<file path="src/design/first_fit_implicit_list_allocator_defines.svh">
// Assertion macros used by the allocator top module.
`ifndef FIRST_FIT_IMPLICIT_LIST_ALLOCATOR_DEFINES_SVH
`define FIRST_FIT_IMPLICIT_LIST_ALLOCATOR_DEFINES_SVH

`ifndef SYNTHESIS
`define FFA_ASSERT(lbl, prop) \
  lbl: assert property (@(posedge clk) disable iff (!rst_n) prop) \
    else $error("allocator check failed");
`define FFA_ASSERT_ALWAYS(lbl, prop) \
  lbl: assert property (@(posedge clk) prop) \
    else $error("allocator check failed");
`else
`define FFA_ASSERT(lbl, prop)
`define FFA_ASSERT_ALWAYS(lbl, prop)
`endif

`endif

</file>
<file path="src/design/ffa_pkg.sv">
package ffa_pkg;

  localparam int POS_W      = 16;
  localparam int HDR_W      = 16;
  localparam int REQ_W      = 16;
  localparam int REL_W      = 15;
  localparam int CFG_W      = 16;
  localparam int IN_W       = 40;
  localparam int OUT_W      = 40;
  localparam int HDR_BYTES  = 8;
  localparam int SPLIT_MIN  = 16;
  localparam logic [CFG_W-1:0] MAX_REQ_RESET  = 16'h8000;
  localparam logic [CFG_W-1:0] HEAP_CFG_RESET = 16'h8000;

  typedef enum logic [1:0] {
    OP_ALLOC = 2'd0,
    OP_FREE  = 2'd1,
    OP_INIT  = 2'd2,
    OP_NONE  = 2'd3
  } op_t;

  typedef enum logic [2:0] {
    ST_OK       = 3'd0,
    ST_ZERO     = 3'd1,
    ST_LIMIT    = 3'd2,
    ST_NOFIT    = 3'd3,
    ST_NOTALLOC = 3'd4,
    ST_NOINIT   = 3'd5
  } status_t;

  typedef enum logic {
    REG_HEAP_BYTES  = 1'b0,
    REG_MAX_REQUEST = 1'b1
  } reg_idx_t;

  typedef struct packed {
    logic [POS_W-1:0] next_pos;
    logic [POS_W-1:0] split_pos;
    logic [HDR_W-1:0] split_size;
    logic [HDR_W-1:0] size;
    logic [POS_W-1:0] blk_bytes;
    logic [POS_W-1:0] take_bytes;
    logic             is_free;
    logic             fit;
    logic             split;
    logic             hit;
  } walk_res_t;

endpackage

</file>
<file path="src/design/ffa_walk_unit.sv">
module ffa_walk_unit (
  input  logic [ffa_pkg::POS_W-1:0] pos,
  input  logic [ffa_pkg::HDR_W-1:0] hdr,
  input  logic [ffa_pkg::POS_W-1:0] need,
  input  logic [ffa_pkg::POS_W-1:0] target,
  output ffa_pkg::walk_res_t        res
);
  import ffa_pkg::*;

  logic [HDR_W-1:0] size;
  logic [HDR_W-1:0] rem;

  always_comb begin
    size           = {hdr[HDR_W-1:1], 1'b0};
    rem            = size - need;
    res.size       = size;
    res.is_free    = ~hdr[0];
    res.fit        = ~hdr[0] && (need <= size);
    res.split      = rem >= HDR_W'(SPLIT_MIN);
    res.hit        = pos == target;
    res.next_pos   = pos + POS_W'(HDR_BYTES) + size;
    res.split_pos  = pos + POS_W'(HDR_BYTES) + need;
    res.split_size = rem - HDR_W'(HDR_BYTES);
    res.blk_bytes  = POS_W'(HDR_BYTES) + size;
    res.take_bytes = res.split ? POS_W'(HDR_BYTES) + need : POS_W'(HDR_BYTES) + size;
  end

endmodule

</file>
<file path="config.mk">
export PLATFORM = sky130hd
export DESIGN_NAME = ffa_walk_unit
export DESIGN_NICKNAME = d
export VERILOG_FILES = /design/src/design/first_fit_implicit_list_allocator_defines.svh /design/src/design/ffa_pkg.sv /design/src/design/ffa_walk_unit.sv
export SDC_FILE = /design/constraint.sdc
export NUM_CORES = 1
export LEC_CHECK = 0
export BUFFER_PORTS_ARGS = -buffer_cell sky130_fd_sc_hd__clkbuf_2
export CORE_AREA = 3 3 94 96
export DETAILED_ROUTE_END_ITERATION = 8
export DIE_AREA = 0 0 97 99
export GPL_ROUTABILITY_DRIVEN = 0
export PLACE_DENSITY_LB_ADDON = 0.1
export SYNTH_ARGS = -nofsm -noshare
export SYNTH_HDL_FRONTEND = slang
export SYNTH_SLANG_ARGS = --single-unit
export TNS_END_PERCENT = 100
</file>
<file path="constraint.sdc">
create_clock -name vclk -period 4.1
set_clock_uncertainty 0.2 [all_clocks]
set_input_delay 0.615 -clock vclk [all_inputs]
set_output_delay 0.615 -clock vclk [all_outputs]
set_load 0.05 [all_outputs]
</file>
==> results of run 1 <==
-- stage by stage --
| stage | std cells | hold WS, ps | total power [mW] | setup slack [ps] | setup TNS (ps) |
|---|---|---|---|---|---|
| 2_1_floorplan | 499 | 1140 | 1.02 | -12.2 | -12.2 |
| 3_3_place_gp | 809 | 1370 | 1.43 | -92.3 | -1010 |
| 3_5_place_dp | 809 | 1370 | 1.44 | -128 | -1570 |
| 4_1_cts | 810 | 1370 | 1.47 | -47.2 | -377 |
| 5_1_grt | 814 | 1400 | 1.61 | -156 | -1890 |
| 6_report | 814 | 1370 | 1.52 | -59.9 | -464 |
-- Yosys cell counts, types with 3 or more instances --
cell	n
xnor2_1	69
ha_1	49
inv_1	40
nand3_1	32
nand2_1	30
nor2_1	28
xor2_1	26
a21oi_1	24
buf_4	21
nor3_1	17
and3_1	14
o21ai_0	12
a21o_1	11
mux2_2	8
nor2b_1	8
a211oi_1	7
nand4_1	7
a31oi_1	6
mux2_4	6
o211ai_1	6
o21a_1	6
and2_1	4
clkbuf_1	4
nor4_1	4
o31ai_1	4
or3_1	4
fa_1	3
mux2i_1	3
-- how the worst max path moves through the flow --
stage	start	endpoint	slack (ps)	depth (start not counted)
floorplan	need[2]	res[59]	-10	13
global placement	need[2]	res[9]	-90	13
detailed placement	need[2]	res[9]	-130	13
CTS	hdr[1]	res[9]	-50	12
global route	hdr[1]	res[15]	-160	12
finish	hdr[1]	res[15]	-60	12
-- timing repair --
action / in CTS / in global routing
setup endpoints to repair: 18 / 24
gates resized for setup: 33 / 54
setup buffers: 1 / 3
pin swaps: 4 / 5
cloned: 0 / 1
-- layer usage --
layer | global-route usage | wire [um] | vias to the layer above
li1 | - | - | 2187
met1 | 0.309 | 5400 | 2045
met2 | 0.455 | 6340 | 146
met3 | 0.0234 | 665 | 10
met4 | 0.0378 | 134 | 0
met5 | 0 | 0 | -
-- cells by family (layout without fill, tap and decap cells) --
family,count (synthesis),in the layout,synth area share
adders and majority gates,52,52,0.185
buffers and inverters,69,279,0.0967
muxes,17,17,0.0576
AOI/OAI and AO/OA,104,104,0.202
and+or+nand+nor,159,159,0.226
xor gates and xnor gates,96,96,0.233
other,1,2,0.00103
-- cell type report --
cell class                      count  area, um^2  area share
Multi-Input combinational cell    430        3510       0.638
Inverter                           40         150      0.0273
Tap cell                          105         131      0.0239
Timing Repair Buffer              239        1710       0.311
-- power by group through the flow --
| stage | sequential [mW] | clock (mW) | combinational (mW) |
|---|---|---|---|
| floorplan | 0 | 0 | 1.02 |
| global placement | 0 | 0 | 1.43 |
| detailed placement | 0 | 0 | 1.44 |
| CTS | 0 | 0 | 1.47 |
| global route | 0 | 0 | 1.61 |
| finish | 0 | 0 | 1.52 |
==> metrics.md, run 1 <==
| Metric | Value |
|---|---|
| Final design area excluding fillers | 5500 um^2 |
| Detailed placement HPWL | 10700 um |
| Hold/Removal Path Class | input port to output pin |
| Hold Violations, Final | 0 |
| Vias per inst | 5.39 |
| GRT overflow | 0 |
| PD cells | 275 nW/um^2 |
| Hold Path Cell Cnt | 3 |
| Core area | 8130 um^2 |
| Cell family with most CP delay | compound AO/OA/AOI/OAI gates |
| Switching share of power | 0.647 |
| Register area | 0 um^2 |
| Yosys warns | 0 |
| Slowest stage delay, CP | 390 ps |
| Crit-path max FO | 8 |
| Synth top area cells | ha_1, xnor2_1, xor2_1, nand3_1, buf_4 |
| Number of global-route vias before repair | 4293 |
| Post-Syn Instances | 498 |
| Post-layout util | 0.677 |
| Via count | 4388 |
| Hold endpoint | res[3] |
| Internal power | 0.535 mW |
| DRT iter0 DRCs | 181 |
| Drt first pass iters | 5 |
| # DRC | 0 |
| Seq cells | 0 |
| Top Ports | 164 |
| Worst Path Buf+Inv | 3 |
| # clk buffers | 0 |
| Rows | 33 |
| Diode count | 0 |
| Combinational share of power | 1.000 |
| WL/cell | 15.4 um |
| Routed Antenna Nets | 0 |
| GRT Resource Usage Total | 0.244 |
| Startpoint types | input port |
| Leakage | 2.79 nW |
| Synth top area share | 0.168 |
| Synth Area per Inst | 7.33 um^2 |
| Most common cell after layout, fill and taps aside | clkbuf_2 |
| Register area share after synthesis | 0 |
| Initial antenna violation count | 0 |
| Critical Path, Cell by Cell | buf_6, fa_2, a21o_1, a221oi_4, o22ai_4, a211o_1, a21oi_2, xor2_2, nand4b_4, buf_12, mux2_4, clkbuf_16 |
| Failing checks | setup timing |
| Final slew viol count | 0 |
| Mapped cell area | 3650 um^2 |
| Die Area | 9600 um^2 |
| CP endpoint kind | output pin |
| Net Sw Power | 0.981 mW |
| Final WS setup | -59.9 ps |
| CP Class | input port to output pin |
| Unrepaired setup endpoints after global routing | true |
| # port buffers | 162 |
| Status | complete, but fails checks |
| Hold_buf cts | 0 |
| Synth area leader | ha_1 |
| Hold_sp | hdr[0] |
| Global-route wire length before repair | 20200 um |
| Starting density of the core | 0.449 |
| Fill cell count | 712 |
| CP max stage cell | fa_2 |
| # Max-Cap Violations | 0 |
| Final setup viols | 13 |
| Fmax | 240 MHz |
| Die Y | 99 um |
| Placed Area | 5160 um^2 |
| Final wirelength | 12500 um |
| Die X-Extent | 97 um |
| Minimum clock period | 4160 ps |
| Largest net degree at the start of global routing | 13 |
| Synth-to-Final Area Change | 50.8% |
| Fin crit share | 1.01 |
| Most frequent cells in the layout | clkbuf_2, buf_4, xnor2_1 |
| Arrival @ worst endpoint | 3340 ps |
| Worst vdd ir | 193 uV |
| Final #Nets | 827 |
| Crit path required time | 3280 ps |
| Layout cells sized above 1 | 0.409 |
| Sequential share of power | 0 |
| Clock power frac | 0 |
| Count of unique library cells instantiated by Yosys | 63 |
No activity file was read; power rests on OpenSTA's default activity.
==> run 2, diff against run 1 <==
--- a/config.mk
+++ b/config.mk
@@ -6,9 +6,9 @@
 export NUM_CORES = 1
 export LEC_CHECK = 0
 export BUFFER_PORTS_ARGS = -buffer_cell sky130_fd_sc_hd__clkbuf_2
-export CORE_AREA = 3 3 94 96
+export CORE_AREA = 3 3 77 116
 export DETAILED_ROUTE_END_ITERATION = 8
-export DIE_AREA = 0 0 97 99
+export DIE_AREA = 0 0 80 119
 export GPL_ROUTABILITY_DRIVEN = 0
 export PLACE_DENSITY_LB_ADDON = 0.1
 export SYNTH_ARGS = -nofsm -noshare
==> run 2 against run 1 <==
  * The flow still finishes with violations (setup timing)
  * Final area increased by 2.8%
  * Wire length increased by 4.2%
  * Total power increased by 2.2%
  * Critical path depth increased by 3
  * Count of clock-buffer cells in the layout unchanged
  * Global-route usage increased by 1.9 points
  * Combinational power about the same
  * Hold slack improved by 2.6 ps
  * Fmax increased by 0.28%
==> metrics.md, run 2 (synthesized netlist as in run 1, its figures left out) <==
| Metric | Value |
|---|---|
| Arrival @ worst endpoint | 3330 ps |
| Unrepaired setup endpoints after global routing | true |
| Switching share of power | 0.638 |
| Register area | 0 um^2 |
| Sequential share of power | 0 |
| Hold endpoint | res[3] |
| Combinational share of power | 1.000 |
| Detailed placement HPWL | 11300 um |
| Final WS setup | -48.1 ps |
| Initial antenna violation count | 0 |
| CP endpoint kind | output pin |
| Die X-Extent | 80 um |
| GRT overflow | 0 |
| Hold_buf cts | 0 |
| GRT Resource Usage Total | 0.263 |
| Fin crit share | 1.01 |
| Startpoint types | input port |
| Net Sw Power | 0.988 mW |
| Hold_sp | hdr[0] |
| Rows | 40 |
| WL/cell | 15.6 um |
| Minimum clock period | 4150 ps |
| CP Class | input port to output pin |
| Core area | 8010 um^2 |
| Final design area excluding fillers | 5650 um^2 |
| # clk buffers | 0 |
| Most common cell after layout, fill and taps aside | clkbuf_2 |
| Top Ports | 164 |
| Final wirelength | 13100 um |
| Seq cells | 0 |
| Hold Violations, Final | 0 |
| Failing checks | setup timing |
| Via count | 4543 |
| Synth-to-Final Area Change | 55.0% |
| Hold/Removal Path Class | input port to output pin |
| Starting density of the core | 0.456 |
| Drt first pass iters | 4 |
| Worst slew pin tran | 524 ps |
| DRT iter0 DRCs | 224 |
| PD cells | 274 nW/um^2 |
| Die Area | 9520 um^2 |
| Internal power | 0.561 mW |
| Number of global-route vias before repair | 4630 |
| Final #Nets | 850 |
| Clock power frac | 0 |
| # Max-Cap Violations | 0 |
| Slew headroom | 0.648 |
| Status | complete, but fails checks |
| Routed Antenna Nets | 0 |
| Fmax | 241 MHz |
| Leakage | 2.89 nW |
| Largest net degree at the start of global routing | 12 |
| Final setup viols | 14 |
| Worst vdd ir | 192 uV |
| Final slew viol count | 0 |
| Die Y | 119 um |
| Diode count | 0 |
| Crit path required time | 3280 ps |
| Worst slack, placed | -409 ps |
| Placed Area | 5360 um^2 |
| Crit-path max FO | 11 |
| # DRC | 0 |
| # port buffers | 162 |
| Hold Path Cell Cnt | 3 |
| Most frequent cells in the layout | clkbuf_2, buf_4, xnor2_1 |
| Layout cells sized above 1 | 0.425 |
| Global-route wire length before repair | 20800 um |
| Vias per inst | 5.43 |
run 2: layer usage:
layer	up-vias	GRT usage	share of wire
met1	2125	0.272	0.36
li1	2237	-	-
met4	0	0.0719	0.039
met2	147	0.533	0.55
met5	-	0	0
met3	34	0.0242	0.048
run 2: layout make-up:
class,instances,area [um^2]
multi-input cells,430,3510
repair buffers,262,1850
well taps,105,131
fillers,690,2350
inverters,40,158
run 2: worst max path at each step:
stage / slack [ps] / end / cells after the start / start
finish: -50 / res[6] / 15 / need[1]
global route: -210 / res[67] / 14 / need[2]
CTS: -100 / res[6] / 15 / need[1]
detailed placement: -410 / res[59] / 18 / need[2]
global placement: -350 / res[59] / 18 / need[2]
floorplan: -10 / res[59] / 13 / need[2]
run 2: worst max-delay path, cell delays in order:
cell and delay, ps:
buf_8 80, inv_6 30, buf_6 100, fa_2 330
a21o_1 210, a221oi_4 330, o22ai_4 130, a211o_1 280
a21oi_2 170, xor2_2 230, nand4b_4 150, buf_8 180
buf_4 150, mux2i_4 180, buf_12 160
run 2: power groups by stage:
stage	registers [mW]	clock network, mW	logic (mW)
2_1_floorplan	0	0	1.02
4_1_cts	0	0	1.52
5_1_grt	0	0	1.64
3_3_place_gp	0	0	1.46
3_5_place_dp	0	0	1.49
6_report	0	0	1.55
run 2: repair_timing:
item | 4_1_cts | 5_1_grt
pin swaps | 2 | 5
endpoints found under the setup margin | 26 | 25
resized for setup | 41 | 32
buffers inserted | 3 | 2
run 2: stage by stage:
stage | setup TNS (ps) | utilization | total power [mW] | hold WS (ps) | std cells
3_5_place_dp | -5410 | 0.669 | 1.49 | 1380 | 832
5_1_grt | -2810 | 0.706 | 1.64 | 1390 | 837
6_report | -361 | 0.706 | 1.55 | 1370 | 837
4_1_cts | -1190 | 0.694 | 1.52 | 1380 | 835
3_3_place_gp | -4320 | 0.669 | 1.46 | 1370 | 832
2_1_floorplan | -12.2 | - | 1.02 | 1140 | 499
==> run 3, diff against run 2 <==
--- a/config.mk
+++ b/config.mk
@@ -10,7 +10,10 @@
 export DETAILED_ROUTE_END_ITERATION = 8
 export DIE_AREA = 0 0 80 119
 export GPL_ROUTABILITY_DRIVEN = 0
+export MAX_ROUTING_LAYER = met4
 export PLACE_DENSITY_LB_ADDON = 0.1
+export RECOVER_POWER = 50
+export SKIP_LAST_GASP = 1
 export SYNTH_ARGS = -nofsm -noshare
 export SYNTH_HDL_FRONTEND = slang
 export SYNTH_SLANG_ARGS = --single-unit
==> run 3 against run 2 <==
  * The flow still finishes with violations (setup timing)
  * Critical path depth unchanged
  * Combinational power about the same
  * Total power decreased by 0.81%
  * Flip-flop and latch count unchanged
  * First-iteration DRC count decreased by 18%
  * Critical path type unchanged
  * Largest power group unchanged
==> metrics.md, run 3 (synthesized netlist as in run 1, its figures left out) <==
| Metric | Value |
|---|---|
| Seq cells | 0 |
| # clk buffers | 0 |
| Starting density of the core | 0.456 |
| DRT iter0 DRCs | 184 |
| Worst slew pin tran | 651 ps |
| GRT Resource Usage Total | 0.270 |
| Detailed placement HPWL | 11300 um |
| Drt first pass iters | 4 |
| Most common cell after layout, fill and taps aside | buf_4 |
| Global-route wire length before repair | 20800 um |
| Worst slack, placed | -409 ps |
| CP Capture Point | res[6] |
| # Max-Cap Violations | 0 |
| Slew headroom | 0.568 |
| Worst vdd ir | 192 uV |
| Status | complete, but fails checks |
| Hold Violations, Final | 0 |
| GRT overflow | 0 |
| Final setup viols | 14 |
| Vias per inst | 5.40 |
| Startpoint types | input port |
| Diode count | 0 |
| Die Area | 9520 um^2 |
| Arrival @ worst endpoint | 3330 ps |
| Fin crit share | 1.01 |
| Synth-to-Final Area Change | 53.4% |
| Most frequent cells in the layout | buf_4, clkbuf_2, xnor2_1 |
| Register area | 0 um^2 |
| Minimum clock period | 4150 ps |
| Largest net degree at the start of global routing | 12 |
| Failing checks | setup timing |
| Hold_buf cts | 0 |
| # port buffers | 162 |
| Final wirelength | 13000 um |
| Leakage | 2.77 nW |
| Top Ports | 164 |
| Post-route insts no fill | 837 |
| Unrepaired setup endpoints after global routing | true |
| Via count | 4520 |
| WL/cell | 15.6 um |
| Die Y | 119 um |
| CP endpoint kind | output pin |
| Final slew viol count | 0 |
| Core area | 8010 um^2 |
| Final total power | 1.54 mW |
| Rows | 40 |
| Hold/Removal Path Class | input port to output pin |
| Routed Antenna Nets | 0 |
| Worst setup startpoint | need[1] |
| Setup TNS | -332 ps |
| Final WS setup | -46.1 ps |
| Post-layout util | 0.699 |
| PD cells | 275 nW/um^2 |
| # DRC | 0 |
| Crit path required time | 3280 ps |
| Layout cells sized above 1 | 0.367 |
| Die X-Extent | 80 um |
| CP Class | input port to output pin |
| Number of global-route vias before repair | 4626 |
| Initial antenna violation count | 0 |
| Final #Nets | 850 |
| Crit-path max FO | 11 |
| Fmax | 241 MHz |
| Placed cell count | 832 |
run 3: cell counts in the layout (fill, tap and decap cells not counted):
No cell type changed its count.
run 3: worst min path at each step:
stage                     slack [ps]    from  cells after the start     end
after floorplan                 1140  hdr[3]                      1  res[7]
after global placement          1370  hdr[0]                      3  res[3]
after detailed placement        1380  hdr[0]                      3  res[3]
after CTS                       1380  hdr[0]                      3  res[3]
after global routing            1390  hdr[0]                      3  res[2]
final                           1390  hdr[0]                      3  res[2]
run 3: area by class of cell:
type | count | area (um^2)
fillers | 718 | 2410
inverters | 40 | 158
multi-input cells | 430 | 3500
well taps | 105 | 131
repair buffers | 262 | 1800
run 3: worst max-delay path, cell delays in order:
cell      delay [ps]
buf_8             80
inv_6             30
buf_6            100
fa_2             330
a21o_1           210
a221oi_4         330
o22ai_4          130
a211o_1          280
a21oi_2          170
xor2_2           230
nand4b_4         150
buf_8            180
buf_4            150
mux2i_4          180
buf_12           160
run 3: report_power, final:
group | leakage (nW) | switching (mW) | internal [mW] | total (mW)
Combinational | 2.77 | 0.986 | 0.551 | 1.54
Clock | 0 | 0 | 0 | 0
Sequential | 0 | 0 | 0 | 0
run 3: metrics by stage:
stage	hold slack (ps)	area (um^2)
final	1390	5600
after detailed placement	1380	5360
after CTS	1380	5560
after global routing	1390	5600
after global placement	1370	5360
after floorplan	1140	3780
run 3: layer usage:
metal  up-vias  share of wire  track usage
met4         0          0.036       0.0719
met1      2111           0.37        0.276
li1       2235              -            -
met3        36          0.041       0.0166
met2       138           0.56        0.533
met5         -              0            -
run 3: what timing repair did:
action | in CTS | in global routing
pin swaps | 2 | 4
gates resized for setup | 41 | 28
setup buffers | 3 | 2
endpoints found under the setup margin | 26 | 25
